--- src/hw/rtl/bfca_ram.sv ---
// ----------------------------------------------------------------------------
// bfca_ram: generic single-write, single-read RAM
// One write port and one read port; the read data is registered.
// ----------------------------------------------------------------------------
module bfca_ram #(
   parameter int WIDTH = 8,
   parameter int DEPTH = 64
) (
   input  logic                     clock,
   input  logic                     wr_en,
   input  logic [$clog2(DEPTH)-1:0] wr_addr,
   input  logic [WIDTH-1:0]         wr_data,
   input  logic [$clog2(DEPTH)-1:0] rd_addr,
   output logic [WIDTH-1:0]         rd_data
);

   logic [WIDTH-1:0] mem [DEPTH];
   logic [WIDTH-1:0] rd_data_ff;

   // Write port and registered read port.
   always_ff @(posedge clock) begin
      if (wr_en) begin
         mem[wr_addr] <= wr_data;
      end
      rd_data_ff <= mem[rd_addr];
   end

   assign rd_data = rd_data_ff;

endmodule

--- config.mk ---
export PLATFORM = sky130hd
export DESIGN_NAME = bfca_ram
export DESIGN_NICKNAME = d
export VERILOG_FILES = /design/src/hw/rtl/bfca_ram.sv
export SDC_FILE = /design/constraint.sdc
export NUM_CORES = 1
export LEC_CHECK = 0
export BUFFER_PORTS_ARGS = -buffer_cell sky130_fd_sc_hd__buf_2
export CORE_AREA = 2 2 272 193
export CTS_CLUSTER_DIAMETER = 80
export DETAILED_ROUTE_END_ITERATION = 16
export DIE_AREA = 0 0 274 195
export PLACE_DENSITY = 0.57
export SLEW_MARGIN = 10
export SYNTH_ARGS = -nofsm -noshare
export SYNTH_HDL_FRONTEND = slang
export SYNTH_SLANG_ARGS = --single-unit
--- constraint.sdc ---
create_clock -name clock -period 2.5 [get_ports clock]
set_input_delay 0.125 -clock clock [delete_from_list [all_inputs] [get_ports clock]]
set_output_delay 0.125 -clock clock [all_outputs]
set_load 0.1 [all_outputs]
; After elaboration in Yosys (flattened, before gate mapping)
; Memories as Yosys holds them, arrays and structs flattened. A register that Yosys moved wholly into a read port is not among the register bits.
; Cells that the tools add are included.
[word_totals]
reg_bits = 0
mem_bits_rw = 512
in_bits = 22
out_inout_bits = 8
word_cells = 3
mem_count = 1
[classes]
n_mux = 2
[memory_table]
columns = name, words, width, read_ports, rd_clocked_by_memory_dff, write_ports, line_no
row1 = mem, 64, 8, 1, 1, 1, 17  ; logic [WIDTH-1:0] mem [DEPTH];
[op_table]
columns = op, count
row1 = 2-to-1 mux 1 bit, 2

; Logic depth before layout (Yosys ltp)
[depth]
depth_word = 2
ltp_mapped = 9
depth_no_buf = 5

; Worst setup path before layout
; Ideal clock, no wire load.
[synth_timing]
path_type = input -> register
startpoint = in rd_addr[1]
endpoint = reg rd_data_ff[3] (netlist: rd_data[3]), read port of mem
arrival_time_ns = 1.665
path_slack_ns = 0.707
stages = 7
path_buffers = 3
path_cell_list = buf_4 -> buf_2 -> buf_2 -> mux4_2 -> mux4_2 -> o21ai_1 -> o41ai_1
[synth_rtl]
columns = element, line_no
row1 = "start, declared", 13  ; input logic [$clog2(DEPTH)-1:0] rd_addr,
row2 = "end, declared", 18  ; logic [WIDTH-1:0] rd_data_ff;

==> reports/metrics.csv <==
stage,metric,value,unit
synth,synth-main-ff-cell,edfxtp_1,
power_and_ir_drop,vdd_ir_drop_max,505,uV
timing,worst_slew_margin_rel,38.5,%
global_route,grt_usage,18.1,%
floorplanning,die_area,0.0534,mm2
floorplanning,dieWidth,274,um
clock_network,tritoncts.num_buffers,49,
worst_hold_path,start_point_of_the_worst_min_delay_path,rd_addr[5],
detailed_routing,detailed_route_drc_error_count,0,
power_and_ir_drop,total_power,18.2,mW
finish,postLayoutCellArea,0.0236,mm2
detailed_routing,route.antenna.remaining_nets,0,
timing,post-route-period-util,80.8,%
clock_network,postCtsHoldBufs,2,
worst_setup_path,crit_path_max_fanout,1,
placed_design,gp_routability_congestion,0.847,
synth,synth_async_sr_flop_share,0,%
detailed_routing,drt_iter0_markers,917,
synth,synth_top_area_share,76.2,%
detailed_routing,finalWirelength,47.4,mm
worst_setup_path,critical_path_slowest_stage_cell,mux4_2,
global_route,first_global_vias,9935,
clock_network,cts-root-buf,clkbuf_16,
synth,synthDistinctLibCells,40,
placed_design,io_buffers,29,
global_route,first_pass_grt_wire_length,69.6,mm
placed_design,placedInstanceArea,0.0219,mm2
timing,hold_slack,0.0368,ns
synth,synthMostInstantiatedCell,edfxtp_1,
synth,ys_ff_latch,520,
clock_network,max-clock-path-buffers,3,
placed_design,dp_slack,0.131,ns
synth,synth.net_count,962,
timing,report.final.slew_viol_count,0,
floorplanning,initial_core_util,39.9,%
detailed_routing,detail_route.vias_per_cell,5.45,
worst_setup_path,cp_data_required_time,2.93,ns
worst_setup_path,critical_path.max_stage_delay,0.46,ns
timing,maxClockFrequency,495,MHz
synth,number_of_cells_produced_by_synthesis,940,
synth,number_of_enable_flip_flop_cells_after_synthesis,512,
worst_setup_path,critPathArrivalTime,2.46,ns
floorplanning,io-pin-count,30,
floorplanning,die_y,195,um
timing,finalSetupViolations,0,
power_and_ir_drop,power.static_leakage,7.56,nW
synth,yosys-top-cells-area,"edfxtp_1 76%, mux4_2 14%, nor2_1 1.5%, mux2i_1 1.1%, dfxtp_1 0.79%",
timing,finalClockSkew,0.0306,ns
timing,hold_viol,0,
synth,post_synthesis_cell_area,0.0202,mm2
clock_network,tritoncts,yes,
clock_network,number_of_h_tree_branching_levels,2,
timing,post-route-worst-setup-slack,0.479,ns
finish,number_of_nets_in_the_final_layout,1121,
worst_hold_path,hold_path_class,primary input to register,
timing,finalSetupTns,0,ns
run_status,run_status,completed,
synth,netlist_top_cells_count,"512 x edfxtp_1, 126 x mux4_2, 83 x nor2_1, 23 x mux2i_1, 19 x nand2_1",
clock_network,cts_post_setup_buffers_inserted,0,
global_route,largest_net_degree_at_the_start_of_global_routing,65,
worst_setup_path,worst_r2r_startpoint,mem[24][4],
flow_run,maxcap_violations,0,
global_route,overflow_left_after_global_routing,0,
worst_setup_path,cp_cell_sequence,"mux4_2, mux2_2, o221a_2, nor3_1, o32ai_1",
power_and_ir_drop,power_density_relative_to_cell_area,772,mW/mm2
synth,synthesis.area_per_instance,21.5,um2
detailed_routing,drt_pre_antenna_iters,4,
detailed_routing,avgRoutedWirePerCell,26.1,um
worst_setup_path,reg2reg_slack,0.48,ns
synth,yosys_warnings,0,
timing,rsz_0062_raised_after_global_routing,false,
synth,synth_area_leader_cell,edfxtp_1,
clock_network,post_cts_resize_count,0,
clock_network,worst_setup_hold_path_clk_slew,0.06,ns
clock_network,worst_skew_pair_latency,0.58,ns
detailed_routing,routed-via-count,9887,
finish,post_route_cells_drive_above_1_share,32.3,%
finish,area_growth,16.8,%
worst_setup_path,endpoint_kind,register,
synth,seq_area_frac_synth,77.0,%
timing,tightest_slew,0.922,ns
clock_network,numClockSinks,520,
worst_setup_path,launching_element_of_the_worst_setup_path,mem[24][4],
floorplanning,row_count,69,
global_route,grt_antenna_before_repair,2,
floorplanning,core-area,0.0506,mm2
worst_setup_path,startpoint_type,register,
worst_setup_path,critPathKind,register to register,
placed_design,post-dp-hpwl,30.8,mm
timing,post-route-min-period,2.02,ns
kinds of logic (layout without fill, tap and decap cells):
group / Yosys count / in the layout / synth area share [%]
flip-flops: 520 / 520 / 77.0
AO/OA/AOI/OAI: 54 / 54 / 2.07
AND/OR/NAND/NOR: 153 / 153 / 3.39
multiplexers: 162 / 162 / 15.9
other: 0 / 1 / 0
buffers and inverters: 51 / 250 / 1.57
worst max-delay path: cells and delay by family, from the launching register on:
kind            cells  cell delay (ns)
compound gates      2             0.41
flops               1             0.38
mux                 2             0.77
simple gates        1             0.34
power by group:
| part | total, mW | internal, mW | switching (mW) |
|---|---|---|---|
| sequential | 9.68 | 9.65 | 0.0361 |
| clock | 7.40 | 4.21 | 3.19 |
| combinational | 1.10 | 0.395 | 0.701 |
| total | 18.2 | 14.3 | 3.93 |
per-stage QoR:
stage | utilization [%] | instances
6_report | 46.6 | 1814
5_1_grt | 46.6 | 1814
4_1_cts | 46.6 | 1813
3_5_place_dp | 43.4 | 1720
3_3_place_gp | 43.4 | 1720
2_1_floorplan | - | 940
layout by cell type (no fill, tap or decap), drive strengths merged, types with 3 or more instances in the layout:
cell / synthesis / routed
a211oi: 4 / 4
a21oi: 3 / 3
a221oi: 6 / 6
a22oi: 3 / 3
buf: 34 / 156
bufinv: 0 / 4
clkbuf: 17 / 69
clkinv: 0 / 16
dfxtp: 8 / 8
edfxtp: 512 / 512
mux2: 13 / 13
mux2i: 23 / 23
mux4: 126 / 126
nand2: 19 / 19
nand2b: 7 / 7
nand3: 13 / 13
nand3b: 3 / 3
nor2: 83 / 83
nor2b: 14 / 14
nor3: 7 / 7
o2111ai: 3 / 3
o21ai: 4 / 4
o221ai: 8 / 8
o22ai: 8 / 8
o2bb2ai: 3 / 3
area by class of cell:
type	instances	area (um2)
Timing Repair Buffer	159	1260
Clock inverter	23	244
Multi-Input combinational cell	369	4320
Clock buffer	68	1350
Sequential cell	520	15500
Tap cell	674	843
Fill cell	4250	27000
Antenna cell	1	2.50
per-layer routing:
layer  part of all wire (%)  track usage (%)
met5                  0.027                0
met1                     49             28.9
met4                    2.0             4.33
met2                     43             25.4
met3                    5.8             3.59
sequential cells by signal, indices dropped and copies added (netlist names):
name and cells:
mem 512, rd_data 8
worst paths after layout:
path / end / cells after the start
worst max-delay path: rd_data[4] / 5
worst min-delay path: rd_data[0] / 3
worst max register to register: rd_data[4] / 5
worst min register to register: rd_data[4] / 3
No activity file was read; power rests on OpenSTA's default activity.
