`src/hw/rtl/bfca_pkg.sv`:
```
// ----------------------------------------------------------------------------
// bfca_pkg: shared types and constants of the bloom filter check/add block
// Holds default sizes, hash constants, result codes, the job descriptor
// that goes from front to back, and the back state encoding.
// ----------------------------------------------------------------------------
package bfca_pkg;

   // Default sizes, handed to the top level as parameter defaults.
   localparam int DEF_MAX_FILTER_BITS = 65536;
   localparam int DEF_MAX_KEY_BYTES   = 64;
   localparam int DEF_MAX_HASHES      = 32;

   // Widest key length that the job descriptor carries (up to 2047 bytes).
   localparam int JOB_LEN_W = 11;

   // Hash constants.
   localparam logic [31:0] SEED0 = 32'h9747_b28c;
   localparam logic [31:0] MIX_M = 32'h5bd1_e995;

   // Register indexes of the configuration port.
   localparam logic [7:0] CSR_NUM_BITS   = 8'd0;
   localparam logic [7:0] CSR_NUM_HASHES = 8'd1;

   // Result status codes.
   typedef enum logic [1:0] {
      ST_ABSENT   = 2'd0,
      ST_PRESENT  = 2'd1,
      ST_NOCONFIG = 2'd2,
      ST_TOO_LONG = 2'd3
   } status_type;

   // What the back has to do with a finished key.
   typedef enum logic [1:0] {
      JOB_HASH     = 2'd0,
      JOB_NOCONFIG = 2'd1,
      JOB_TOO_LONG = 2'd2
   } job_kind_type;

   typedef struct packed {
      logic                 add;
      job_kind_type         kind;
      logic [JOB_LEN_W-1:0] len;
   } job_type;

   // Status that the back shows the front.
   typedef struct packed {
      logic clearing;
      logic key_free;
   } back_stat_type;

   typedef enum logic [4:0] {
      B_CLEAR, B_IDLE, B_NEXT, B_RD, B_CAP,
      B_K1, B_K2, B_H1, B_H2, B_T1, B_T2, B_F1, B_F2,
      B_PDIV, B_PRD, B_PCHK, B_DONE
   } back_state_type;

endpackage

```
`src/hw/rtl/bfca_front.sv`:
```
// ----------------------------------------------------------------------------
// bfca_front: key byte intake
// Accepts key bytes, stores them in the key buffer, counts the length and
// flags overflow, and on the last byte queues a classified job.
// ----------------------------------------------------------------------------
module bfca_front
   import bfca_pkg::*;
#(
   parameter int MAX_KEY_BYTES = DEF_MAX_KEY_BYTES
) (
   input  logic                             clock,
   input  logic                             reset,
   input  logic                             req_tvalid,
   output logic                             req_tready,
   input  logic [7:0]                       req_tdata,
   input  logic                             req_tlast,
   input  logic                             req_tuser,
   input  logic [16:0]                      num_bits,
   input  back_stat_type                    bstat,
   input  logic                             q_full,
   output logic                             job_push,
   output job_type                          job,
   output logic                             buf_we,
   output logic [$clog2(MAX_KEY_BYTES)-1:0] buf_waddr,
   output logic [7:0]                       buf_wdata
);

   localparam int LEN_W = $clog2(MAX_KEY_BYTES + 1);
   localparam int KA_W  = $clog2(MAX_KEY_BYTES);

   logic [LEN_W-1:0] len_ff, len_in;
   logic             ovf_ff, ovf_in;
   logic             hold_ff, hold_in;
   logic             accept;
   logic             fits;
   logic [LEN_W-1:0] len_nx;
   logic             ovf_nx;

   // The buffer is held from a key's last byte until the back has hashed it.
   assign req_tready = !bstat.clearing && !hold_ff && !q_full;
   assign accept     = req_tvalid && req_tready;
   assign fits       = (len_ff < LEN_W'(MAX_KEY_BYTES));
   assign len_nx     = fits ? len_ff + LEN_W'(1) : len_ff;
   assign ovf_nx     = ovf_ff || !fits;

   assign buf_we    = accept && fits;
   assign buf_waddr = len_ff[KA_W-1:0];
   assign buf_wdata = req_tdata;

   // Classify the finished key.
   always_comb begin
      job.add = req_tuser;
      job.len = JOB_LEN_W'(len_nx);
      if (num_bits == 17'd0) begin
         job.kind = JOB_NOCONFIG;
      end else if (ovf_nx) begin
         job.kind = JOB_TOO_LONG;
      end else begin
         job.kind = JOB_HASH;
      end
   end

   assign job_push = accept && req_tlast;

   // Length, overflow and buffer hold.
   always_comb begin
      len_in  = len_ff;
      ovf_in  = ovf_ff;
      hold_in = hold_ff;
      if (bstat.key_free) begin
         hold_in = 1'b0;
      end
      if (accept) begin
         if (req_tlast) begin
            len_in  = '0;
            ovf_in  = 1'b0;
            hold_in = 1'b1;
         end else begin
            len_in = len_nx;
            ovf_in = ovf_nx;
         end
      end
   end

   always_ff @(posedge clock) begin
      if (reset) begin
         len_ff  <= '0;
         ovf_ff  <= 1'b0;
         hold_ff <= 1'b0;
      end else begin
         len_ff  <= len_in;
         ovf_ff  <= ovf_in;
         hold_ff <= hold_in;
      end
   end

endmodule

```
`config.mk`:
```
export PLATFORM = sky130hd
export DESIGN_NAME = bfca_front
export DESIGN_NICKNAME = d
export VERILOG_FILES = /design/src/hw/rtl/bfca_pkg.sv /design/src/hw/rtl/bfca_front.sv
export SDC_FILE = /design/constraint.sdc
export NUM_CORES = 1
export LEC_CHECK = 0
export ABC_CLOCK_PERIOD_IN_PS = 2020
export BUFFER_PORTS_ARGS = -buffer_cell sky130_fd_sc_hd__buf_2
export CAP_MARGIN = 25
export CORE_UTILIZATION = 40
export DETAILED_ROUTE_END_ITERATION = 8
export GPL_TIMING_DRIVEN = 0
export PLACE_DENSITY = 0.83
export SLEW_MARGIN = 0
export SYNTH_ARGS = -nofsm -noshare
export SYNTH_HDL_FRONTEND = slang
export SYNTH_SLANG_ARGS = --single-unit
export TNS_END_PERCENT = 1
```
`constraint.sdc`:
```
create_clock -name clock -period 2.02 [get_ports clock]
set_input_delay 0.202 -clock clock [delete_from_list [all_inputs] [get_ports clock]]
set_output_delay 0.202 -clock clock [all_outputs]
set_load 0.01 [all_outputs]
```
---- Word level (Yosys, flattened, before mapping) ----
Cells that the tools add are included.
operators by class
  add/subtract/negate cells ............... 1
  $lt $le $gt $ge ......................... 1
  mux-type cells .......................... 8
  reduce and logical (&&, ||, !) cells .... 11
operator list
  kind                                         number
  zero test 17 bit                             1
  2-to-1 mux 7 bit                             2
  adder 7 x 1 -> 7 bit, second input constant  1
  < comparator 7 bit, second input constant    1
  logical AND 1 bit                            5
  zero test 1 bit                              4
  2-to-1 mux 1 bit                             4
  2-to-1 mux 2 bit                             2
  logical OR 1 bit                             1
word-level totals
  register bits ........................... 9
  bits of input ports ..................... 33
  output and inout port bits .............. 31
  word-level logic and storage cells ...... 24

---- Depth between registers and ports, before layout ----
  word-level depth ........................ 5
  mapped depth ............................ 5
  depth with buffers taken out ............ 5

---- Worst setup path after synthesis ----
Ideal clock, no wire load.
  path type ............................... input port to output port
  start ................................... input num_bits[12]
  end ..................................... output job[12] (netlist name)
  data arrival time ....................... 1,162 ps
  data required time ...................... 1,818 ps
  slack ................................... 656 ps
  stages .................................. 4
  path buffers ............................ 0
  cell sequence ........................... nor4_1 -> nand4_1 -> nor4_1 -> nor2_1
RTL lines
  item                line              source
  start: declaration  bfca_front.sv:18  input logic [16:0] num_bits,
  end: declaration    bfca_front.sv:22  output job_type job,

---- Worst setup path after layout ----
  start ................................... register hold_ff
  end ..................................... output job_push
between the ends
  word-level cells in the longest chain between the ends .. 5
RTL lines
  item                            line              source
  start: declaration              bfca_front.sv:33  logic hold_ff, hold_in;
  start signal: assignment        bfca_front.sv:93  hold_ff <= hold_in;
  zero test 1 bit                 bfca_front.sv:40  assign req_tready = !bstat.clearing && !hold_ff && !q_full;
  logical AND 1 bit (2 in a row)  bfca_front.sv:40
  logical AND 1 bit               bfca_front.sv:41  assign accept = req_tvalid && req_tready;
  logical AND 1 bit               bfca_front.sv:63  assign job_push = accept && req_tlast;
  end: declaration                bfca_front.sv:21  output logic job_push,
No other way between the ends.

==> reports/qor.txt <==
Post-DP HPWL -> 1.58 mm
Layout Nets -> 181
Top post-synthesis cells by area -> dfxtp_1 24%, buf_4 19%, xnor2_1 4.8%, nor2_1 4.6%, a21oi_1 3.4%
EDFF count, synth -> 0
R2r endpoint -> len_ff[2]$_SDFFE_PP0P_
Reg2reg path depth -> 4
Mapped Cells -> 90
YS warnings -> 0
RR Startpoint -> hold_ff$_SDFF_PP0_
Drt drc -> 0
Ys flop type -> dfxtp_1
Clock tree root driver cell -> clkbuf_4
Num CTS Buffers -> 3
Cell family contributing the most delay on the critical path -> simple AND/OR/NAND/NOR gates
DR pass1 iterations -> 6
Outcome -> finished clean
Classification of the worst-slack hold path -> input pin to flop
Slew Viols, Final -> 0
Die height -> 44.9 um
Placeable Area -> 0.00173 mm^2
Antenna diodes -> 0
Synthesis-to-finish area growth -> 42.6%
CTS resizes -> 0
TritonCTS clock tree -> built
R2R Setup Slk -> 0.59 ns
Slew HR -> 64.0%
WP data arrival -> 1.59 ns
Post-synth cell types -> 36
Min Clock Period, post-route -> 1.79 ns
#FFs+latches synth -> 9
Crit Path Category -> flop to primary output
First-pass GRT wire length -> 3.16 mm
CTS clk-pin slew, worst paths -> 0.06 ns
GRT Total Usage -> 21.2%
Crit start category -> flop
Critical path depth -> 3
Clock sinks -> 9
CP bufs+invs -> 1
Site Rows -> 15
Initial antenna violation count -> 0
Clk_skew -> 0.000303 ns
Asr flop ratio synth -> 0%
Post-Route WL -> 1.90 mm
Post-synth top area share -> 24.4%
Final setup vio count -> 0
DRT antenna net count -> 0
DP Area -> 0.00102 mm^2
Placer Congestion -> 0.824
Power density cells -> 394 mW/mm^2
Total grt overflow -> 0
Crit. End Element -> primary output
Max Cap Violations -> 0
CTS Hold Buffers Added -> 0
Layout cells sized above 1 -> 54.8%
Vias -> 814
Synthesized cell area -> 737 um^2
Max IR drop VDD -> 0.237 mV
Clk buf depth -> 2
Hold_ws -> 0.258 ns
H-tree level count -> 1
Die W -> 44.9 um
Maximum clock frequency -> 558 MHz
Leak pwr -> 0.000572 uW
Max stage delay cell, worst path -> nor4b_2
Setup TNS -> 0 ns
Crit path required time -> 1.82 ns
Final instance area -> 0.00105 mm^2
PortBufs -> 49
Seq/Total Area, Yosys -> 24.4%
Die Area -> 0.00202 mm^2
Slew @ Worst Pin -> 0.538 ns
Vias/cell -> 4.76
Setup crit start -> hold_ff$_SDFF_PP0_
CP cell instances -> nor4b_2, and2_1, buf_2
DRT iter0 DRCs -> 19
Largest net degree at the start of global routing -> 11
CP Capture Point -> job_push
Area leader, netlist -> dfxtp_1
Crit-path max cell delay -> 0.53 ns
Number of global-route vias before repair -> 750
Total power -> 414 uW
Initial Util -> 42.7%
Avg Cell Area, Syn -> 8.19 um^2
Crit-path max FO -> 6
Clk Latency, worst-skew pair -> 0.26 ns
Period utilization -> 88.6%
Setup repair after global routing missed its margin -> false
Io pins -> 64
# Post-CTS Setup Buffers -> 0
Fin util -> 60.9%
Hold Vio Cnt, Final -> 0
Wire per inst -> 11.1 um
worst min path at each step:
| stage | from | to | slack (ns) | depth (start not counted) |
|---|---|---|---|---|
| finish | bstat[0] | hold_ff$_SDFF_PP0_ | 0.26 | 4 |
| global placement | len_ff[1]$_SDFFE_PP0P_ | len_ff[1]$_SDFFE_PP0P_ | 0.49 | 2 |
| CTS | bstat[0] | hold_ff$_SDFF_PP0_ | 0.25 | 4 |
| detailed placement | len_ff[1]$_SDFFE_PP0P_ | len_ff[1]$_SDFFE_PP0P_ | 0.50 | 2 |
| global route | bstat[0] | hold_ff$_SDFF_PP0_ | 0.28 | 4 |
| floorplan | req_tlast | len_ff[3]$_SDFFE_PP0P_ | 0.38 | 3 |
where the power goes:
group          switching [uW]  leakage, uW  internal (uW)
sequential               1.93    0.0000726            179
clock                    64.6    0.0000150           76.2
combinational            42.4     0.000484           50.2
per-stage QoR:
step                      worst slack [ns]  instances
after floorplan                      0.656         93
after global placement               0.552        167
after detailed placement             0.531        167
after CTS                            0.250        171
after global routing                0.0923        171
final                                0.229        171
metal layers:
layer	global-route usage [%]	part of all wire, %	routed length [um]	vias to the layer above
met2	40.3	53	1000	46
met5	0	0	0	-
li1	-	-	-	402
met3	4.80	7.4	140	4
met1	22.7	39	741	362
met4	6.67	0.63	12	0
tightest hold or removal path: cells and delay by family:
| family | cells | cell delay [ns] |
|---|---|---|
| buffers and inverters | 2 | 0.14 |
| AND/OR/NAND/NOR | 1 | 0.08 |
| AO/OA/AOI/OAI | 1 | 0.06 |
layout make-up:
| class | count | area, um^2 |
|---|---|---|
| plain buffers | 22 | 163 |
| clock buffers | 4 | 26.3 |
| fillers | 167 | 676 |
| inverters | 3 | 11.3 |
| multi-input cells | 59 | 394 |
| flip-flops and latches | 9 | 180 |
| well taps | 25 | 31.3 |
| repair buffers | 49 | 245 |
flip-flops by register name (all words and copies together), names as in the netlist:
register,count
ovf_ff,1
hold_ff,1
len_ff,7
kinds of logic (layout without fill, tap and decap cells):
| family | Yosys count | count (layout) | share of synthesized area, % |
|---|---|---|---|
| flip-flops | 9 | 9 | 24.4 |
| XOR/XNOR | 5 | 5 | 5.94 |
| AND/OR/NAND/NOR | 34 | 34 | 29.7 |
| AO/OA/AOI/OAI | 14 | 14 | 12.6 |
| multiplexers | 1 | 1 | 1.53 |
| buffers and inverters | 25 | 78 | 23.6 |
| adder cells (fa/ha/maj) | 1 | 1 | 1.70 |
| other | 1 | 4 | 0.509 |
cells in the mapped netlist (2+ instances only):
| library cell | count |
|---|---|
| nand2_1 | 3 |
| nor4_1 | 4 |
| nor3_1 | 4 |
| dfxtp_1 | 9 |
| xnor2_1 | 4 |
| o21ai_0 | 2 |
| nor2_1 | 9 |
| nand4_1 | 2 |
| a21oi_1 | 5 |
| buf_4 | 19 |
| inv_1 | 3 |
| and2_1 | 2 |
cells in the final DEF, fill, tap and decap left out, drive strengths merged, types with 2 or more instances in the layout:
master,n
clkbuf,4
nor2,10
nor3,4
nand4,2
nand3b,2
dfxtp,9
o21ai,2
a21oi,6
nor4,5
nand2,3
inv,3
xnor2,4
conb,4
and2,2
buf,71
(Power assumes the default switching activity.)
