File: config.mk
export PLATFORM = sky130hd
export DESIGN_NAME = bfca_queue
export DESIGN_NICKNAME = d
export VERILOG_FILES = /design/src/hw/rtl/bfca_pkg.sv /design/src/hw/rtl/bfca_queue.sv
export SDC_FILE = /design/constraint.sdc
export NUM_CORES = 1
export LEC_CHECK = 0
export BUFFER_PORTS_ARGS = -buffer_cell sky130_fd_sc_hd__buf_2
export CAP_MARGIN = 20
export CORE_ASPECT_RATIO = 0.6
export CORE_MARGIN = 2
export CORE_UTILIZATION = 25
export CTS_CLUSTER_DIAMETER = 100
export DETAILED_ROUTE_END_ITERATION = 16
export GPL_TIMING_DRIVEN = 0
export PLACE_DENSITY = 0.43
export SYNTH_ARGS = -nofsm -noshare
export SYNTH_HDL_FRONTEND = slang
export SYNTH_SLANG_ARGS = --single-unit
File: constraint.sdc
create_clock -name clock -period 1.9 [get_ports clock]
set_input_delay 0.095 -clock clock [delete_from_list [all_inputs] [get_ports clock]]
set_output_delay 0.095 -clock clock [all_outputs]
set_load 0.01 [all_outputs]
File: src/hw/rtl/bfca_pkg.sv
// ----------------------------------------------------------------------------
// bfca_pkg: shared types and constants of the bloom filter check/add block
// Holds default sizes, hash constants, result codes, the job descriptor
// that goes from front to back, and the back state encoding.
// ----------------------------------------------------------------------------
package bfca_pkg;

   // Default sizes, handed to the top level as parameter defaults.
   localparam int DEF_MAX_FILTER_BITS = 65536;
   localparam int DEF_MAX_KEY_BYTES   = 64;
   localparam int DEF_MAX_HASHES      = 32;

   // Widest key length that the job descriptor carries (up to 2047 bytes).
   localparam int JOB_LEN_W = 11;

   // Hash constants.
   localparam logic [31:0] SEED0 = 32'h9747_b28c;
   localparam logic [31:0] MIX_M = 32'h5bd1_e995;

   // Register indexes of the configuration port.
   localparam logic [7:0] CSR_NUM_BITS   = 8'd0;
   localparam logic [7:0] CSR_NUM_HASHES = 8'd1;

   // Result status codes.
   typedef enum logic [1:0] {
      ST_ABSENT   = 2'd0,
      ST_PRESENT  = 2'd1,
      ST_NOCONFIG = 2'd2,
      ST_TOO_LONG = 2'd3
   } status_type;

   // What the back has to do with a finished key.
   typedef enum logic [1:0] {
      JOB_HASH     = 2'd0,
      JOB_NOCONFIG = 2'd1,
      JOB_TOO_LONG = 2'd2
   } job_kind_type;

   typedef struct packed {
      logic                 add;
      job_kind_type         kind;
      logic [JOB_LEN_W-1:0] len;
   } job_type;

   // Status that the back shows the front.
   typedef struct packed {
      logic clearing;
      logic key_free;
   } back_stat_type;

   typedef enum logic [4:0] {
      B_CLEAR, B_IDLE, B_NEXT, B_RD, B_CAP,
      B_K1, B_K2, B_H1, B_H2, B_T1, B_T2, B_F1, B_F2,
      B_PDIV, B_PRD, B_PCHK, B_DONE
   } back_state_type;

endpackage

File: src/hw/rtl/bfca_queue.sv
// ----------------------------------------------------------------------------
// bfca_queue: two-entry job queue between front and back
// Holds finished-key descriptors so that front and back stall on their own.
// ----------------------------------------------------------------------------
module bfca_queue
   import bfca_pkg::*;
(
   input  logic    clock,
   input  logic    reset,
   input  logic    push,
   input  job_type din,
   input  logic    pop,
   output job_type dout,
   output logic    full,
   output logic    empty
);

   job_type    entry_ff [2];
   logic       wr_ptr_ff, wr_ptr_in;
   logic       rd_ptr_ff, rd_ptr_in;
   logic [1:0] count_ff, count_in;

   // Pointer and fill count update.
   always_comb begin
      wr_ptr_in = wr_ptr_ff;
      rd_ptr_in = rd_ptr_ff;
      count_in  = count_ff;
      if (push) begin
         wr_ptr_in = ~wr_ptr_ff;
      end
      if (pop) begin
         rd_ptr_in = ~rd_ptr_ff;
      end
      if (push && !pop) begin
         count_in = count_ff + 2'd1;
      end else if (pop && !push) begin
         count_in = count_ff - 2'd1;
      end
   end

   always_ff @(posedge clock) begin
      if (reset) begin
         wr_ptr_ff <= 1'b0;
         rd_ptr_ff <= 1'b0;
         count_ff  <= 2'd0;
      end else begin
         wr_ptr_ff <= wr_ptr_in;
         rd_ptr_ff <= rd_ptr_in;
         count_ff  <= count_in;
      end
   end

   // Entry storage.
   always_ff @(posedge clock) begin
      if (push) begin
         entry_ff[wr_ptr_ff] <= din;
      end
   end

   assign dout  = entry_ff[rd_ptr_ff];
   assign full  = (count_ff == 2'd2);
   assign empty = (count_ff == 2'd0);

endmodule

* Word-level counts from Yosys, hierarchy flattened
Memories as Yosys holds them, arrays and structs flattened. A register that Yosys moved wholly into a read port is not among the register bits.
Index checks and enable logic that the tools add are counted.
** Storage, ports and cells
- Register bits :: 4
- RAM bits :: 28
- Input port bits :: 18
- Logic and storage cells :: 21
- Memories kept :: 1
** Operators by class
- $add $sub $neg :: 2
- Equal/unequal tests :: 1
- Mux-type cells :: 6
- Bitwise gates (word level) :: 2
- Reduce and logical (&&, ||, !) cells :: 6
** Memories
- entry_ff :: depth 2, width 14, rd ports 1, clocked after memory_dff 1, write ports 1, line bfca_queue.sv:18 : job_type entry_ff [2];
** Operators by type and width (number)
- 1-bit two-way mux :: 4
- 2-bit two-way mux :: 2
- 2-bit by 1-bit adder with 2-bit output, second input constant :: 1
- 2-bit equality test, second input constant :: 1
- 1-bit logical AND :: 2
- 1-bit logical NOT :: 2
- 2-bit logical NOT :: 1
- 1-bit inverter :: 2
- 2-bit nonzero test :: 1
- 2-bit by 1-bit subtractor with 2-bit output, second input constant :: 1

* Longest topological paths before layout
Gate-level depths: netlist (run 1).
- Depth after elaboration :: 4
- Depth in mapped cells :: 5
- Mapped depth without buffers :: 5

* Least setup slack after synthesis (run 1)
Ideal clock, no wire load.
- Kind :: register to register
- Start :: register wr_ptr_ff
- End :: memory entry_ff[0][0] (netlist name) (enable)
- Setup time :: 0.386 ns
- Arrival :: 0.977 ns
- Setup slack :: 0.537 ns
- Cell stages (with the launch flop) :: 2
- Buffers on the path :: 0
- Cell sequence :: dfxtp_1 nor2b_1
** RTL lines
- start, declared :: line bfca_queue.sv:19 : logic wr_ptr_ff, wr_ptr_in;
- start signal, assigned :: line bfca_queue.sv:47 : wr_ptr_ff <= wr_ptr_in;
- end, declared :: line bfca_queue.sv:18
No word-level cell before the write port.

==> results of run 1 <==
per-layer routing:
layer	vias up	GRT usage	share of wire
met4	0	0.0373	0.0037
met2	23	0.133	0.47
li1	341	-	-
met5	-	0	0
met1	344	0.0997	0.45
met3	2	0.0429	0.068
worst max-delay path, cell delays in order (launching register included):
cell and delay (ns):
dfxtp_1 0.44, buf_4 0.24, mux2_2 0.36, buf_2 0.14
worst paths after layout:
path / start / endpoint / slack, ns
max: flip-flop / dout[7] / 0.35
min: din[5] / entry_ff[0][5]$_DFFE_PP_ / 0.01
max reg2reg: wr_ptr_ff$_SDFFE_PP0P_ / entry_ff[0][6]$_DFFE_PP_ / 0.48
min reg2reg: count_ff[1]$_SDFFE_PP0P_ / count_ff[1]$_SDFFE_PP0P_ / 0.51
layout by cell type, fill, tap and decap left out, drive strengths merged:
cell and count:
buf 35, edfxtp 28, mux2 14, dlygate4sd3 10, clkbuf 6, nor2 5
dfxtp 5, xnor2 2, xor2 2, inv 1, and2 1, and2b 1
nor2b 1, o21ai 1, or3 1, a21oi 1, ha 1, bufinv 1
clkinv 1
cell type report:
cell class | instances | area (um2)
fill | 457 | 2940
sequential | 33 | 941
timing repair buffer | 44 | 277
multi-input combinational | 30 | 262
tap | 63 | 78.8
clock buffer | 6 | 72.6
clock inverter | 2 | 33.8
buffer | 1 | 7.51
inverter | 1 | 3.75
kinds of logic after synthesis:
kind of cell	after synthesis	share of synthesized area
AO/OA/AOI/OAI	2	0.00824
XOR/XNOR	4	0.0289
adder cells (fa/ha/maj)	1	0.0103
buffers and inverters	2	0.00928
flip-flops	33	0.775
multiplexers	14	0.130
AND/OR/NAND/NOR	9	0.0382
synthesized netlist by cell type, drive strengths merged:
| cell type | number | area [um2] |
|---|---|---|
| a21oi | 1 | 5.00 |
| and2 | 1 | 6.26 |
| and2b | 1 | 8.76 |
| buf | 1 | 7.51 |
| dfxtp | 5 | 100 |
| edfxtp | 28 | 841 |
| ha | 1 | 12.5 |
| inv | 1 | 3.75 |
| mux2 | 14 | 158 |
| nor2 | 5 | 18.8 |
| nor2b | 1 | 6.26 |
| o21ai | 1 | 5.00 |
| or3 | 1 | 6.26 |
| xnor2 | 2 | 17.5 |
| xor2 | 2 | 17.5 |
registers in the layout (all words and copies together) (netlist names), named ones only:
register	count
entry_ff	28
count_ff	2
rd_ptr_ff	1
wr_ptr_ff	1
timing repair:
item / CTS / global route
hold buffers: 9 / 1
buffers inserted: 0 / 0
hold endpoints to repair: 18 / 2
report_power, final:
group / leakage, nW / switching [mW] / internal, mW / total (mW)
logic: 0.288 / 0.0974 / 0.110 / 0.207
clock network: 0.0528 / 0.236 / 0.387 / 0.623
registers: 0.304 / 0.0201 / 0.840 / 0.860
metrics by stage:
stage          cell area (um2)  total power, mW  setup WS, ns  utilization
2_1_floorplan             1210            0.984         0.537            -
3_3_place_gp              1460             1.06         0.113        0.316
3_5_place_dp              1470             1.07         0.444        0.319
4_1_cts                   1670             1.72         0.301        0.361
5_1_grt                   1680             1.77         0.258        0.363
6_report                  1680             1.69         0.349        0.363
==> impl_results.html, run 1 <==
<table>
<tr><th>Metric</th><th>Value</th></tr>
<tr><th colspan="2">Pwr</th></tr>
<tr><td>Total power per unit cell area</td><td>about 1000 mW/mm2</td></tr>
<tr><td>Peak supply drop</td><td>0.381 mV</td></tr>
<tr><td>P_leak</td><td>0.646 nW</td></tr>
<tr><th colspan="2">Min path</th></tr>
<tr><td>Worst Hold Depth</td><td>1</td></tr>
<tr><td>Classification of the worst-slack hold path</td><td>in -&gt; reg</td></tr>
<tr><th colspan="2">Floorplanning</th></tr>
<tr><td>Initial Utilization</td><td>0.263</td></tr>
<tr><td>Number of ports placed on the die boundary</td><td>34</td></tr>
<tr><td>Die width</td><td>between 90 and 100 um</td></tr>
<tr><td>Y dimension of the die</td><td>58.0 um</td></tr>
<tr><td>Area of the die</td><td>0.00545 mm2</td></tr>
<tr><td>Area of the core</td><td>0.00461 mm2</td></tr>
<tr><td>Standard-cell rows</td><td>19</td></tr>
<tr><th colspan="2">Layout</th></tr>
<tr><td># diodes</td><td>0</td></tr>
<tr><td>Number of nets in the layout</td><td>135</td></tr>
<tr><td>Post-synthesis to final-layout area growth</td><td>38.0%</td></tr>
<tr><td>Non-filler instance count after layout</td><td>180</td></tr>
<tr><td>Fraction of final layout cells sized beyond drive strength 1</td><td>0.479</td></tr>
<tr><th colspan="2">Clocking</th></tr>
<tr><td>Clk_lat worst skew</td><td>about 0.28 ns</td></tr>
<tr><td>Clock sink count</td><td>33</td></tr>
<tr><td>Clock transition at the register clock pins on the worst setup and hold paths after CTS</td><td>0.07 ns</td></tr>
<tr><td>CTS root buf</td><td>clkbuf_8</td></tr>
<tr><td>Clock H-tree levels</td><td>2</td></tr>
<tr><td>Max Root-Sink Buffers</td><td>2</td></tr>
<tr><td>Number of clock buffers inserted by TritonCTS</td><td>5</td></tr>
<tr><td>Post-cts resize count</td><td>0</td></tr>
<tr><td>TritonCTS clock tree</td><td>done</td></tr>
<tr><th colspan="2">Logic synthesis</th></tr>
<tr><td>Distinct cell type count of the synthesized netlist</td><td>15</td></tr>
<tr><td>Avg Synthesized Cell Area</td><td>around 19 um2</td></tr>
<tr><td>Register bit total from synthesis</td><td>33</td></tr>
<tr><td>Post-synthesis sequential area ratio</td><td>0.775</td></tr>
<tr><td>Net Count, Synth</td><td>84</td></tr>
<tr><td>Synthesized instance count</td><td>65</td></tr>
<tr><td>Yosys synthesis warning count</td><td>0</td></tr>
<tr><td>Post-Syn Area</td><td>0.00121 mm2</td></tr>
<tr><th colspan="2">Timing</th></tr>
<tr><td>Final clock skew</td><td>0.00600 ns</td></tr>
<tr><td>Count of endpoints failing hold in the final timing report</td><td>0</td></tr>
<tr><td>Min Hold Slack</td><td>0.0127 ns</td></tr>
<tr><td>Worst slew slack as a fraction of its limit</td><td>0.503</td></tr>
<tr><td>Max Clock Freq</td><td>645 MHz</td></tr>
<tr><td>Post-route minimum period</td><td>1.55 ns</td></tr>
<tr><td>TNS Setup</td><td>0 ns</td></tr>
<tr><td>Final slew viol count</td><td>0</td></tr>
<tr><td>RSZ-0062 raised after global routing</td><td>false</td></tr>
<tr><td>Tcrit/Tclk final</td><td>0.817</td></tr>
<tr><td>Setup Viol. Count Final</td><td>0</td></tr>
<tr><td>Worst Tran Pin Value</td><td>0.746 ns</td></tr>
<tr><th colspan="2">Detailed routing</th></tr>
<tr><td>Remaining design rule violation count</td><td>0</td></tr>
<tr><td>Number of vias in the routed layout</td><td>710</td></tr>
<tr><td>Vias per cell</td><td>3.94</td></tr>
<tr><td>Detailed Route Iter0 Violations</td><td>10</td></tr>
<tr><td>Final Routed Wirelength</td><td>2150 um</td></tr>
<tr><td>Number of search-and-repair iterations in the first detailed-routing pass</td><td>2</td></tr>
<tr><td>Number of nets still failing antenna checks after routing</td><td>0</td></tr>
<tr><td>Detail-routed net length per standard cell</td><td>12.0 um</td></tr>
<tr><th colspan="2">Placed design</th></tr>
<tr><td>Final weighted congestion of routability-driven global placement</td><td>between 0.6 and 0.7</td></tr>
<tr><td>Buffers on Ports</td><td>33</td></tr>
<tr><td>Cell Count Post-Placement</td><td>162</td></tr>
<tr><th colspan="2">Global route</th></tr>
<tr><td>Number of antenna violations at the first check in global routing</td><td>0</td></tr>
<tr><td>Tot GR Track Use</td><td>0.0849</td></tr>
<tr><td>Pin count of the biggest net entering global routing</td><td>15</td></tr>
<tr><td>Global-route wire length before repair</td><td>3250 um</td></tr>
<tr><td>Number of global-route vias before repair</td><td>745</td></tr>
<tr><td>Sum of overflow across all layers after global routing</td><td>0</td></tr>
<tr><th colspan="2">Worst setup path</th></tr>
<tr><td>Start-to-end type of the worst setup path</td><td>reg -&gt; out</td></tr>
<tr><td>Worst Path Max Fanout</td><td>10</td></tr>
<tr><td>Arrival time at the worst endpoint</td><td>around 1.5 ns</td></tr>
<tr><td>Required @ worst endpoint</td><td>1.80 ns</td></tr>
<tr><td>Type of destination of the critical path</td><td>output pin</td></tr>
<tr><td>Worst Reg-to-Reg Cells</td><td>2</td></tr>
<tr><td>Nature of the critical path startpoint</td><td>flip-flop</td></tr>
<tr><th colspan="2">Run status</th></tr>
<tr><td>Outcome</td><td>finished clean</td></tr>
<tr><th colspan="2">Job</th></tr>
<tr><td>Count of max-cap constraint violations</td><td>0</td></tr>
</table>
(Power assumes the default switching activity.)
==> run 2, diff against run 1 <==
==> constraint.sdc (replaced) <==
create_clock -name clock -period 1.51 [get_ports clock]
set_input_delay 0.0755 -clock clock [delete_from_list [all_inputs] [get_ports clock]]
set_output_delay 0.0755 -clock clock [all_outputs]
set_load 0.01 [all_outputs]
==> impl_results.html, run 2 (synthesized netlist as in run 1, its figures left out) <==
<table>
<tr><th>Metric</th><th>Value</th></tr>
<tr><th colspan="2">Worst setup path</th></tr>
<tr><td>Start-to-end type of the worst setup path</td><td>reg -&gt; out</td></tr>
<tr><td>Required @ worst endpoint</td><td>1.43 ns (-0.37 ns)</td></tr>
<tr><td>Library cell contributing the largest single delay on the critical path</td><td>dfxtp_2</td></tr>
<tr><td>Critical path's largest stage delay</td><td>0.39 ns (-0.05 ns)</td></tr>
<tr><td>Cell chain of the critical path</td><td>buf_6, mux2_2, buf_2</td></tr>
<tr><td>Nature of the critical path startpoint</td><td>flip-flop</td></tr>
<tr><td>Arrival time at the worst endpoint</td><td>1.34 ns (-0.12 ns)</td></tr>
<tr><td>Type of destination of the critical path</td><td>output pin</td></tr>
<tr><td>Worst Path Max Fanout</td><td>10 (unchanged)</td></tr>
<tr><th colspan="2">Global route</th></tr>
<tr><td>Sum of overflow across all layers after global routing</td><td>0 (unchanged)</td></tr>
<tr><td>Tot GR Track Use</td><td>0.0872 (+0.00226)</td></tr>
<tr><td>Pin count of the biggest net entering global routing</td><td>15 (unchanged)</td></tr>
<tr><td>Number of antenna violations at the first check in global routing</td><td>0 (unchanged)</td></tr>
<tr><td>Global-route wire length before repair</td><td>3340 um (+2.8%)</td></tr>
<tr><td>Number of global-route vias before repair</td><td>770 (+3.4%)</td></tr>
<tr><th colspan="2">Timing</th></tr>
<tr><td>Count of endpoints failing hold in the final timing report</td><td>0 (unchanged)</td></tr>
<tr><td>Max Clock Freq</td><td>708 MHz</td></tr>
<tr><td>Worst Tran Pin Value</td><td>0.750 ns (+0.00401 ns)</td></tr>
<tr><td>Tcrit/Tclk final</td><td>0.935</td></tr>
<tr><td>Post-route minimum period</td><td>1.41 ns</td></tr>
<tr><td>Final clock skew</td><td>0.00602 ns (+0.0000221 ns)</td></tr>
<tr><td>Final slew viol count</td><td>0 (unchanged)</td></tr>
<tr><td>Worst slew slack as a fraction of its limit</td><td>0.500 (-0.00268)</td></tr>
<tr><td>Final Worst Setup Slack</td><td>0.0979 ns (-0.251 ns)</td></tr>
<tr><td>RSZ-0062 raised after global routing</td><td>false</td></tr>
<tr><td>Setup Viol. Count Final</td><td>0 (unchanged)</td></tr>
<tr><th colspan="2">Clocking</th></tr>
<tr><td>Number of clock buffers inserted by TritonCTS</td><td>5 (unchanged)</td></tr>
<tr><td>Clock sink count</td><td>33 (unchanged)</td></tr>
<tr><td>Clock transition at the register clock pins on the worst setup and hold paths after CTS</td><td>0.07 ns (about the same)</td></tr>
<tr><td>TritonCTS clock tree</td><td>done</td></tr>
<tr><td>Clk_lat worst skew</td><td>0.28 ns (about the same)</td></tr>
<tr><td>CTS root buf</td><td>clkbuf_8</td></tr>
<tr><td>Max Root-Sink Buffers</td><td>2 (unchanged)</td></tr>
<tr><td>Clock H-tree levels</td><td>2 (unchanged)</td></tr>
<tr><th colspan="2">Detailed routing</th></tr>
<tr><td>Vias per cell</td><td>3.91 (-0.80%)</td></tr>
<tr><td>Number of search-and-repair iterations in the first detailed-routing pass</td><td>2 (unchanged)</td></tr>
<tr><td>Detail-routed net length per standard cell</td><td>11.7 um (-1.9%)</td></tr>
<tr><td>Detailed Route Iter0 Violations</td><td>14 (+4)</td></tr>
<tr><td>Final Routed Wirelength</td><td>2160 um (+0.33%)</td></tr>
<tr><td>Number of vias in the routed layout</td><td>720 (+1.4%)</td></tr>
<tr><td>Number of nets still failing antenna checks after routing</td><td>0 (unchanged)</td></tr>
<tr><td>Remaining design rule violation count</td><td>0 (unchanged)</td></tr>
<tr><th colspan="2">Layout</th></tr>
<tr><td>Number of nets in the layout</td><td>139 (+3.0%)</td></tr>
<tr><td># diodes</td><td>0 (unchanged)</td></tr>
<tr><td>Final non-filler cell area</td><td>0.00172 mm2 (+2.8%)</td></tr>
<tr><td>Post-synthesis to final-layout area growth</td><td>42.0%</td></tr>
<tr><td>Register ranked first by flip-flop count</td><td>entry_ff</td></tr>
<tr><td>Most common cell after layout, fill and taps aside</td><td>buf_2</td></tr>
<tr><td>Flip-flop count of the largest register, all copies and words added</td><td>28 (unchanged)</td></tr>
<tr><td>Leading cell types in the layout, fill and taps excluded</td><td>33 x buf_2, 28 x edfxtp_1, 14 x mux2_2, 14 x dlygate4sd3_1</td></tr>
<tr><td>Post-route core utilization</td><td>0.374 (+0.0103)</td></tr>
<tr><td>Biggest regs</td><td>entry_ff x28, count_ff x2</td></tr>
<tr><td>Fill count</td><td>447 (-2.2%)</td></tr>
<tr><td>Fraction of final layout cells sized beyond drive strength 1</td><td>0.479 (+0.000706)</td></tr>
<tr><th colspan="2">Floorplanning</th></tr>
<tr><td>Number of ports placed on the die boundary</td><td>34 (unchanged)</td></tr>
<tr><td>Die width</td><td>94.0 um (unchanged)</td></tr>
<tr><td>Initial Utilization</td><td>0.263 (unchanged)</td></tr>
<tr><td>Area of the die</td><td>0.00545 mm2 (unchanged)</td></tr>
<tr><td>Y dimension of the die</td><td>58.0 um (unchanged)</td></tr>
<tr><td>Standard-cell rows</td><td>19 (unchanged)</td></tr>
<tr><td>Area of the core</td><td>0.00461 mm2 (unchanged)</td></tr>
<tr><th colspan="2">Pwr</th></tr>
<tr><td>P_leak</td><td>0.665 nW (+2.9%)</td></tr>
<tr><td>Switching part of the total power</td><td>0.209 (about the same)</td></tr>
<tr><td>Sequential fraction of design power</td><td>0.507 (-0.002)</td></tr>
<tr><td>Clock share of power</td><td>0.366 (-0.002)</td></tr>
<tr><td>Net switching power figure</td><td>0.447 mW (+26%)</td></tr>
<tr><td>Total power consumption of the routed design</td><td>2.14 mW (+27%)</td></tr>
<tr><td>Internal Power</td><td>1.69 mW (+27%)</td></tr>
<tr><td>Total power per unit cell area</td><td>1240 mW/mm2 (+23%)</td></tr>
<tr><td>Combinational fraction of design power</td><td>0.127 (+0.005)</td></tr>
<tr><td>Peak supply drop</td><td>0.480 mV (+26%)</td></tr>
<tr><th colspan="2">Min path</th></tr>
<tr><td>Classification of the worst-slack hold path</td><td>in -&gt; reg</td></tr>
<tr><th colspan="2">Placed design</th></tr>
<tr><td>Buffers on Ports</td><td>33 (unchanged)</td></tr>
<tr><td>Worst slack at placement</td><td>0.0535 ns (-0.390 ns)</td></tr>
<tr><td>Final weighted congestion of routability-driven global placement</td><td>0.602 (unchanged)</td></tr>
<tr><td>Placed cell areas</td><td>0.00147 mm2 (unchanged)</td></tr>
<tr><th colspan="2">Run status</th></tr>
<tr><td>Outcome</td><td>finished clean</td></tr>
<tr><th colspan="2">Job</th></tr>
<tr><td>Count of max-cap constraint violations</td><td>0 (unchanged)</td></tr>
</table>
## run 2: changes by cell type in the layout (fill, tap and decap cells not counted), sizes merged
cell,previous run,this run
dlygate4sd3,10,14
## run 2: path summary, 6_finish.rpt
kind | depth (start not counted) | slack, ns | start | to
setup / recovery | 3 | 0.1 | flip-flop | dout[7]
hold / removal | 2 | 0.02 | reset | count_ff[1]$_SDFFE_PP0P_
setup reg to reg | 1 | 0.13 | wr_ptr_ff$_SDFFE_PP0P_ | entry_ff[1][4]$_DFFE_PP_
hold reg to reg | 2 | 0.51 | count_ff[1]$_SDFFE_PP0P_ | count_ff[1]$_SDFFE_PP0P_
## run 2: final cells by class
cell class / instances / area (um2) / share of cell area
clock inverters: 2 / 33.8 / 0.0196
multi-input cells: 30 / 264 / 0.153
plain buffers: 1 / 11.3 / 0.00654
clock buffers: 6 / 72.6 / 0.0421
inverters: 1 / 3.75 / 0.00218
repair buffers: 48 / 317 / 0.184
flip-flops and latches: 33 / 942 / 0.547
well taps: 63 / 78.8 / 0.0458
## run 2: timing repair
action,in CTS,in global routing
resized for setup,1,2
endpoints found under the setup margin,10,12
buffers inserted,0,0
hold buffers,14,0
hold endpoints to repair,28,0
gates cloned,0,0
pin swaps,0,0
## run 2: stage by stage
stage,hold slack [ns],instances,setup TNS [ns]
detailed placement,0.269,162,0
CTS,0.00196,184,0
floorplan,0.145,65,0
finish,0.0166,184,0
global placement,0.263,161,-3.88
global route,0.00820,184,0
## run 2: metal layers
layer,track usage,wire (um),vias up
li1,-,-,348
met4,0.0373,8,0
met3,0.0429,141,2
met5,0,0,-
met2,0.140,1000,23
met1,0.100,1010,347
## run 2: power groups by stage
stage	Clock [mW]	Sequential, mW	Combinational, mW
after detailed placement	0	1.10	0.245
after floorplan	0	1.10	0.143
after global routing	0.853	1.09	0.301
after CTS	0.811	1.08	0.275
after global placement	0	1.10	0.237
final	0.783	1.08	0.271
## run 2: critical path, delay by kind of cell, from the launching register on
kind | cells | cell delay (ns)
buffers and inverters | 2 | 0.31
flip-flops | 1 | 0.39
multiplexers | 1 | 0.35
==> run 3, diff against run 2 <==
--- a/config.mk
+++ b/config.mk
@@ -5,10 +5,11 @@
 export SDC_FILE = /design/constraint.sdc
 export NUM_CORES = 1
 export LEC_CHECK = 0
+export ABC_AREA = 1
 export BUFFER_PORTS_ARGS = -buffer_cell sky130_fd_sc_hd__buf_2
 export CAP_MARGIN = 20
 export CORE_ASPECT_RATIO = 0.6
-export CORE_MARGIN = 2
+export CORE_MARGIN = 5
 export CORE_UTILIZATION = 25
 export CTS_CLUSTER_DIAMETER = 100
 export DETAILED_ROUTE_END_ITERATION = 16
==> impl_results.html, run 3 <==
<table>
<tr><th>Metric</th><th>Value</th></tr>
<tr><th colspan="2">Timing</th></tr>
<tr><td>Setup Viol. Count Final</td><td>0 (unchanged)</td></tr>
<tr><td>Final clock skew</td><td>0.00410 ns (-0.00192 ns)</td></tr>
<tr><td>TNS Setup</td><td>0 ns (unchanged)</td></tr>
<tr><td>RSZ-0062 raised after global routing</td><td>false</td></tr>
<tr><td>Count of endpoints failing hold in the final timing report</td><td>0 (unchanged)</td></tr>
<tr><td>Final slew viol count</td><td>0 (unchanged)</td></tr>
<tr><td>Max Clock Freq</td><td>702 MHz (-0.86%)</td></tr>
<tr><td>Tcrit/Tclk final</td><td>0.943 (+0.00807)</td></tr>
<tr><td>Final Worst Setup Slack</td><td>0.0857 ns (-0.0122 ns)</td></tr>
<tr><td>Worst slew slack as a fraction of its limit</td><td>0.579 (+0.0789)</td></tr>
<tr><td>Worst Tran Pin Value</td><td>0.631 ns (-0.119 ns)</td></tr>
<tr><td>Post-route minimum period</td><td>1.42 ns (+0.0122 ns)</td></tr>
<tr><th colspan="2">Placed design</th></tr>
<tr><td>Detailed placer's ending HPWL</td><td>between 1500 and 2000 um</td></tr>
<tr><td>Buffers on Ports</td><td>33 (unchanged)</td></tr>
<tr><td>Placed cell areas</td><td>0.00149 mm2 (+1.5%)</td></tr>
<tr><td>Final weighted congestion of routability-driven global placement</td><td>0.652 (+8.4%)</td></tr>
<tr><td>Cell Count Post-Placement</td><td>173 (+6.8%)</td></tr>
<tr><td>Worst slack at placement</td><td>0.0520 ns (-0.00151 ns)</td></tr>
<tr><th colspan="2">Global route</th></tr>
<tr><td>Number of antenna violations at the first check in global routing</td><td>0 (unchanged)</td></tr>
<tr><td>Pin count of the biggest net entering global routing</td><td>16 (+1)</td></tr>
<tr><td>Global-route wire length before repair</td><td>3710 um (+11%)</td></tr>
<tr><td>Number of global-route vias before repair</td><td>828 (+7.5%)</td></tr>
<tr><td>Tot GR Track Use</td><td>0.0784 (-0.00881)</td></tr>
<tr><td>Sum of overflow across all layers after global routing</td><td>0 (unchanged)</td></tr>
<tr><th colspan="2">Detailed routing</th></tr>
<tr><td>Met1 routed wirelength after detailed routing</td><td>970 um (-3.8%)</td></tr>
<tr><td>Remaining design rule violation count</td><td>0 (unchanged)</td></tr>
<tr><td>Detail-routed net length per standard cell</td><td>11.8 um (+1.0%)</td></tr>
<tr><td>Vias per cell</td><td>3.92 (+0.27%)</td></tr>
<tr><td>Metal2 WL</td><td>1120 um (+12%)</td></tr>
<tr><td>Detailed Route Iter0 Violations</td><td>15 (+1)</td></tr>
<tr><td>Number of vias in the routed layout</td><td>769 (+6.8%)</td></tr>
<tr><td>Sum of met3 wire segment lengths after detailed routing</td><td>206 um (+46%)</td></tr>
<tr><td>Number of search-and-repair iterations in the first detailed-routing pass</td><td>2 (unchanged)</td></tr>
<tr><td>Final Routed Wirelength</td><td>2320 um (+7.6%)</td></tr>
<tr><td>Number of nets still failing antenna checks after routing</td><td>0 (unchanged)</td></tr>
<tr><td>Top Metal Used</td><td>met4</td></tr>
<tr><th colspan="2">Logic synthesis</th></tr>
<tr><td>Complex-gate fraction of the synthesized area</td><td>0.00810 (-0.000150)</td></tr>
<tr><td>Adder-cell area share of the yosys netlist</td><td>0.0101 (-0.000188)</td></tr>
<tr><td>Post-synthesis cell type with the largest combined area</td><td>edfxtp_1</td></tr>
<tr><td>Portion of netlist area occupied by mux cells</td><td>0.128 (-0.00237)</td></tr>
<tr><td>Most area-consuming cells after synthesis</td><td>edfxtp_1 68%, mux2_2 13%, dfxtp_1 8.1%</td></tr>
<tr><td>Yosys synthesis warning count</td><td>0 (unchanged)</td></tr>
<tr><td>Fraction of synthesized cell area in xor and xnor cells</td><td>0.00709 (-0.0218)</td></tr>
<tr><td>Combinational family with the most area after synthesis</td><td>multiplexers</td></tr>
<tr><td>Share of synthesized registers carrying an async set or reset</td><td>0 (unchanged)</td></tr>
<tr><td>Synthesized instance count</td><td>76 (+17%)</td></tr>
<tr><td>Number of enable-type register cells in the synthesized netlist</td><td>28 (unchanged)</td></tr>
<tr><td>Most common cell in the synthesized netlist</td><td>edfxtp_1</td></tr>
<tr><td>Distinct cell type count of the synthesized netlist</td><td>14 (-1)</td></tr>
<tr><td>Top cells by count, synth</td><td>28 x edfxtp_1, 14 x mux2_2, 9 x inv_1, 7 x nor2_1</td></tr>
<tr><td>Avg Synthesized Cell Area</td><td>16.3 um2 (-13%)</td></tr>
<tr><td>Net Count, Synth</td><td>95 (+13%)</td></tr>
<tr><td>Register bit total from synthesis</td><td>33 (unchanged)</td></tr>
<tr><td>Synth Area in Simple Gates</td><td>0.0496 (+0.0115)</td></tr>
<tr><td>Most instantiated flip-flop cell in the synthesis netlist</td><td>edfxtp_1</td></tr>
<tr><td>Post-synthesis sequential area ratio</td><td>0.761 (-0.0141)</td></tr>
<tr><td>Area share of the leading cell type in the synthesized netlist</td><td>0.680 (-0.0126)</td></tr>
<tr><td>Post-Syn Area</td><td>0.00124 mm2 (+1.9%)</td></tr>
<tr><th colspan="2">Clocking</th></tr>
<tr><td>Clk_lat worst skew</td><td>0.27 ns (about the same)</td></tr>
<tr><td>Clock sink count</td><td>33 (unchanged)</td></tr>
<tr><td>Clock transition at the register clock pins on the worst setup and hold paths after CTS</td><td>0.06 ns (about the same)</td></tr>
<tr><td>TritonCTS clock tree</td><td>done</td></tr>
<tr><td>Max Root-Sink Buffers</td><td>2 (unchanged)</td></tr>
<tr><td>Setup fix buffers added after clock tree synthesis</td><td>0 (unchanged)</td></tr>
<tr><td>CTS root buf</td><td>clkbuf_8</td></tr>
<tr><td>Number of clock buffers inserted by TritonCTS</td><td>5 (unchanged)</td></tr>
<tr><td>Clock H-tree levels</td><td>2 (unchanged)</td></tr>
<tr><th colspan="2">Worst setup path</th></tr>
<tr><td>Nature of the critical path startpoint</td><td>flip-flop</td></tr>
<tr><td>Buffer and inverter count on the worst path</td><td>2 (unchanged)</td></tr>
<tr><td>Type of destination of the critical path</td><td>output pin</td></tr>
<tr><td>Required @ worst endpoint</td><td>1.43 ns (about the same)</td></tr>
<tr><td>Worst Reg-to-Reg Cells</td><td>2 (+1)</td></tr>
<tr><td>Critical path's largest stage delay</td><td>0.40 ns (about the same)</td></tr>
<tr><td>Arrival time at the worst endpoint</td><td>1.35 ns (about the same)</td></tr>
<tr><td>Kind of cell adding the most delay to the critical path</td><td>flip-flops</td></tr>
<tr><td>Worst Path Max Fanout</td><td>10 (unchanged)</td></tr>
<tr><td>Count of cell instances traversed by the critical path</td><td>3 (unchanged)</td></tr>
<tr><td>Start-to-end type of the worst setup path</td><td>reg -&gt; out</td></tr>
<tr><td>Reg2Reg Setup Slack</td><td>0.25 ns (+0.12 ns)</td></tr>
<tr><td>Library cell contributing the largest single delay on the critical path</td><td>dfxtp_2</td></tr>
<tr><td>Cell chain of the critical path</td><td>buf_6, mux2_2, buf_2</td></tr>
<tr><th colspan="2">Pwr</th></tr>
<tr><td>P_leak</td><td>0.690 nW (+3.8%)</td></tr>
<tr><td>Peak supply drop</td><td>0.425 mV (-11%)</td></tr>
<tr><td>Sequential fraction of design power</td><td>0.556 (+0.049)</td></tr>
<tr><td>Internal Power</td><td>1.51 mW (-11%)</td></tr>
<tr><td>Net switching power figure</td><td>0.419 mW (-6.4%)</td></tr>
<tr><td>Clock share of power</td><td>0.308 (-0.058)</td></tr>
<tr><td>Combinational fraction of design power</td><td>0.136 (+0.009)</td></tr>
<tr><td>Switching part of the total power</td><td>0.218 (+0.00854)</td></tr>
<tr><td>Total power per unit cell area</td><td>1110 mW/mm2 (-10%)</td></tr>
<tr><th colspan="2">Layout</th></tr>
<tr><td>Non-filler instance count after layout</td><td>196 (+6.5%)</td></tr>
<tr><td>Final non-filler cell area</td><td>0.00173 mm2 (+0.15%)</td></tr>
<tr><td>Flip-flop count of the largest register, all copies and words added</td><td>28 (unchanged)</td></tr>
<tr><td>Most common cell after layout, fill and taps aside</td><td>buf_2</td></tr>
<tr><td>Register Area</td><td>942 um2 (unchanged)</td></tr>
<tr><td>Post-route core utilization</td><td>0.368 (-0.00516)</td></tr>
<tr><td>Fill count</td><td>444 (-0.67%)</td></tr>
<tr><td>Number of nets in the layout</td><td>151 (+8.6%)</td></tr>
<tr><td>Leading cell types in the layout, fill and taps excluded</td><td>33 x buf_2, 28 x edfxtp_1, 15 x dlygate4sd3_1, 14 x mux2_2, 9 x inv_1</td></tr>
<tr><td># diodes</td><td>0 (unchanged)</td></tr>
<tr><td>Footprint of the multi-input gates</td><td>253 um2 (-4.3%)</td></tr>
<tr><td>Fraction of final layout cells sized beyond drive strength 1</td><td>0.421 (-0.0583)</td></tr>
<tr><td>Biggest regs</td><td>entry_ff x28, count_ff x2</td></tr>
<tr><td>Register ranked first by flip-flop count</td><td>entry_ff</td></tr>
<tr><td>Post-synthesis to final-layout area growth</td><td>39.6%</td></tr>
<tr><th colspan="2">Floorplanning</th></tr>
<tr><td>Area of the die</td><td>0.00650 mm2 (+19%)</td></tr>
<tr><td>Area of the core</td><td>0.00468 mm2 (+1.5%)</td></tr>
<tr><td>Die width</td><td>101 um (+7.3%)</td></tr>
<tr><td>Standard-cell rows</td><td>19 (unchanged)</td></tr>
<tr><td>Y dimension of the die</td><td>64.5 um (+11%)</td></tr>
<tr><td>Initial Utilization</td><td>0.264 (+0.000802)</td></tr>
<tr><td>Number of ports placed on the die boundary</td><td>34 (unchanged)</td></tr>
<tr><th colspan="2">Job</th></tr>
<tr><td>Count of max-cap constraint violations</td><td>0 (unchanged)</td></tr>
<tr><th colspan="2">Run status</th></tr>
<tr><td>Outcome</td><td>finished clean</td></tr>
<tr><th colspan="2">Min path</th></tr>
<tr><td>Classification of the worst-slack hold path</td><td>in -&gt; reg</td></tr>
<tr><td>Worst Hold Depth</td><td>3 (+1)</td></tr>
</table>
[run 3: cell count changes after synthesis, sizes merged, moves of 2 or more]
cell,before,now
inv,1,9
nand2,0,5
nor2,5,7
xor2,2,0
[run 3: area by class of cell]
| type | count | share of cell area |
|---|---|---|
| Tap cell | 63 | 0.0457 |
| Clock inverter | 1 | 0.00218 |
| Inverter | 9 | 0.0196 |
| Buffer | 1 | 0.00653 |
| Sequential cell | 33 | 0.546 |
| Clock buffer | 7 | 0.0442 |
| Timing Repair Buffer | 49 | 0.189 |
| Multi-Input combinational cell | 33 | 0.146 |
[run 3: logic make-up after synthesis]
logic type               count (synthesis)
flip-flops                              33
AND/OR/NAND/NOR                         15
multiplexers                            14
buffers and inverters                   10
AO/OA/AOI/OAI                            2
XOR/XNOR                                 1
adder cells (fa/ha/maj)                  1
[run 3: power by group through the flow]
stage | combinational (mW) | sequential, mW | clock (mW)
2_1_floorplan | 0.135 | 1.08 | 0
3_3_place_gp | 0.224 | 1.09 | 0
3_5_place_dp | 0.236 | 1.09 | 0
4_1_cts | 0.265 | 1.07 | 0.630
5_1_grt | 0.291 | 1.07 | 0.678
6_report | 0.262 | 1.07 | 0.592
[run 3: through the flow]
| step | total power [mW] | hold WS [ns] |
|---|---|---|
| 2_1_floorplan | 1.22 | 0.148 |
| 3_5_place_dp | 1.32 | 0.268 |
| 6_report | 1.92 | 0.0931 |
| 4_1_cts | 1.97 | 0.00424 |
| 5_1_grt | 2.04 | 0.101 |
| 3_3_place_gp | 1.31 | 0.263 |
[run 3: worst paths after layout]
| check | startpoint | endpoint |
|---|---|---|
| max | flip-flop | dout[1] |
| min | pop | flip-flop |
| max reg2reg | wr_ptr_ff$_SDFFE_PP0P_ | entry_ff[1][6]$_DFFE_PP_ |
| min reg2reg | rd_ptr_ff$_SDFFE_PP0P_ | flip-flop |
[run 3: what timing repair did]
action                     in CTS  in global routing
gates resized for setup         1                  1
setup endpoints to repair      10                  7
hold endpoints to repair       27                  2
hold buffers                   14                  1
[run 3: per-layer routing]
layer  track usage  up-vias
met2         0.134       28
met4        0.0319        0
met1        0.0794      358
met5             0        -
li1              -      381
met3        0.0439        2
[run 3: worst min-delay path, cell delays in order]
cell,delay (ns)
buf_2,0.10
xnor2_1,0.07
nor2_1,0.08
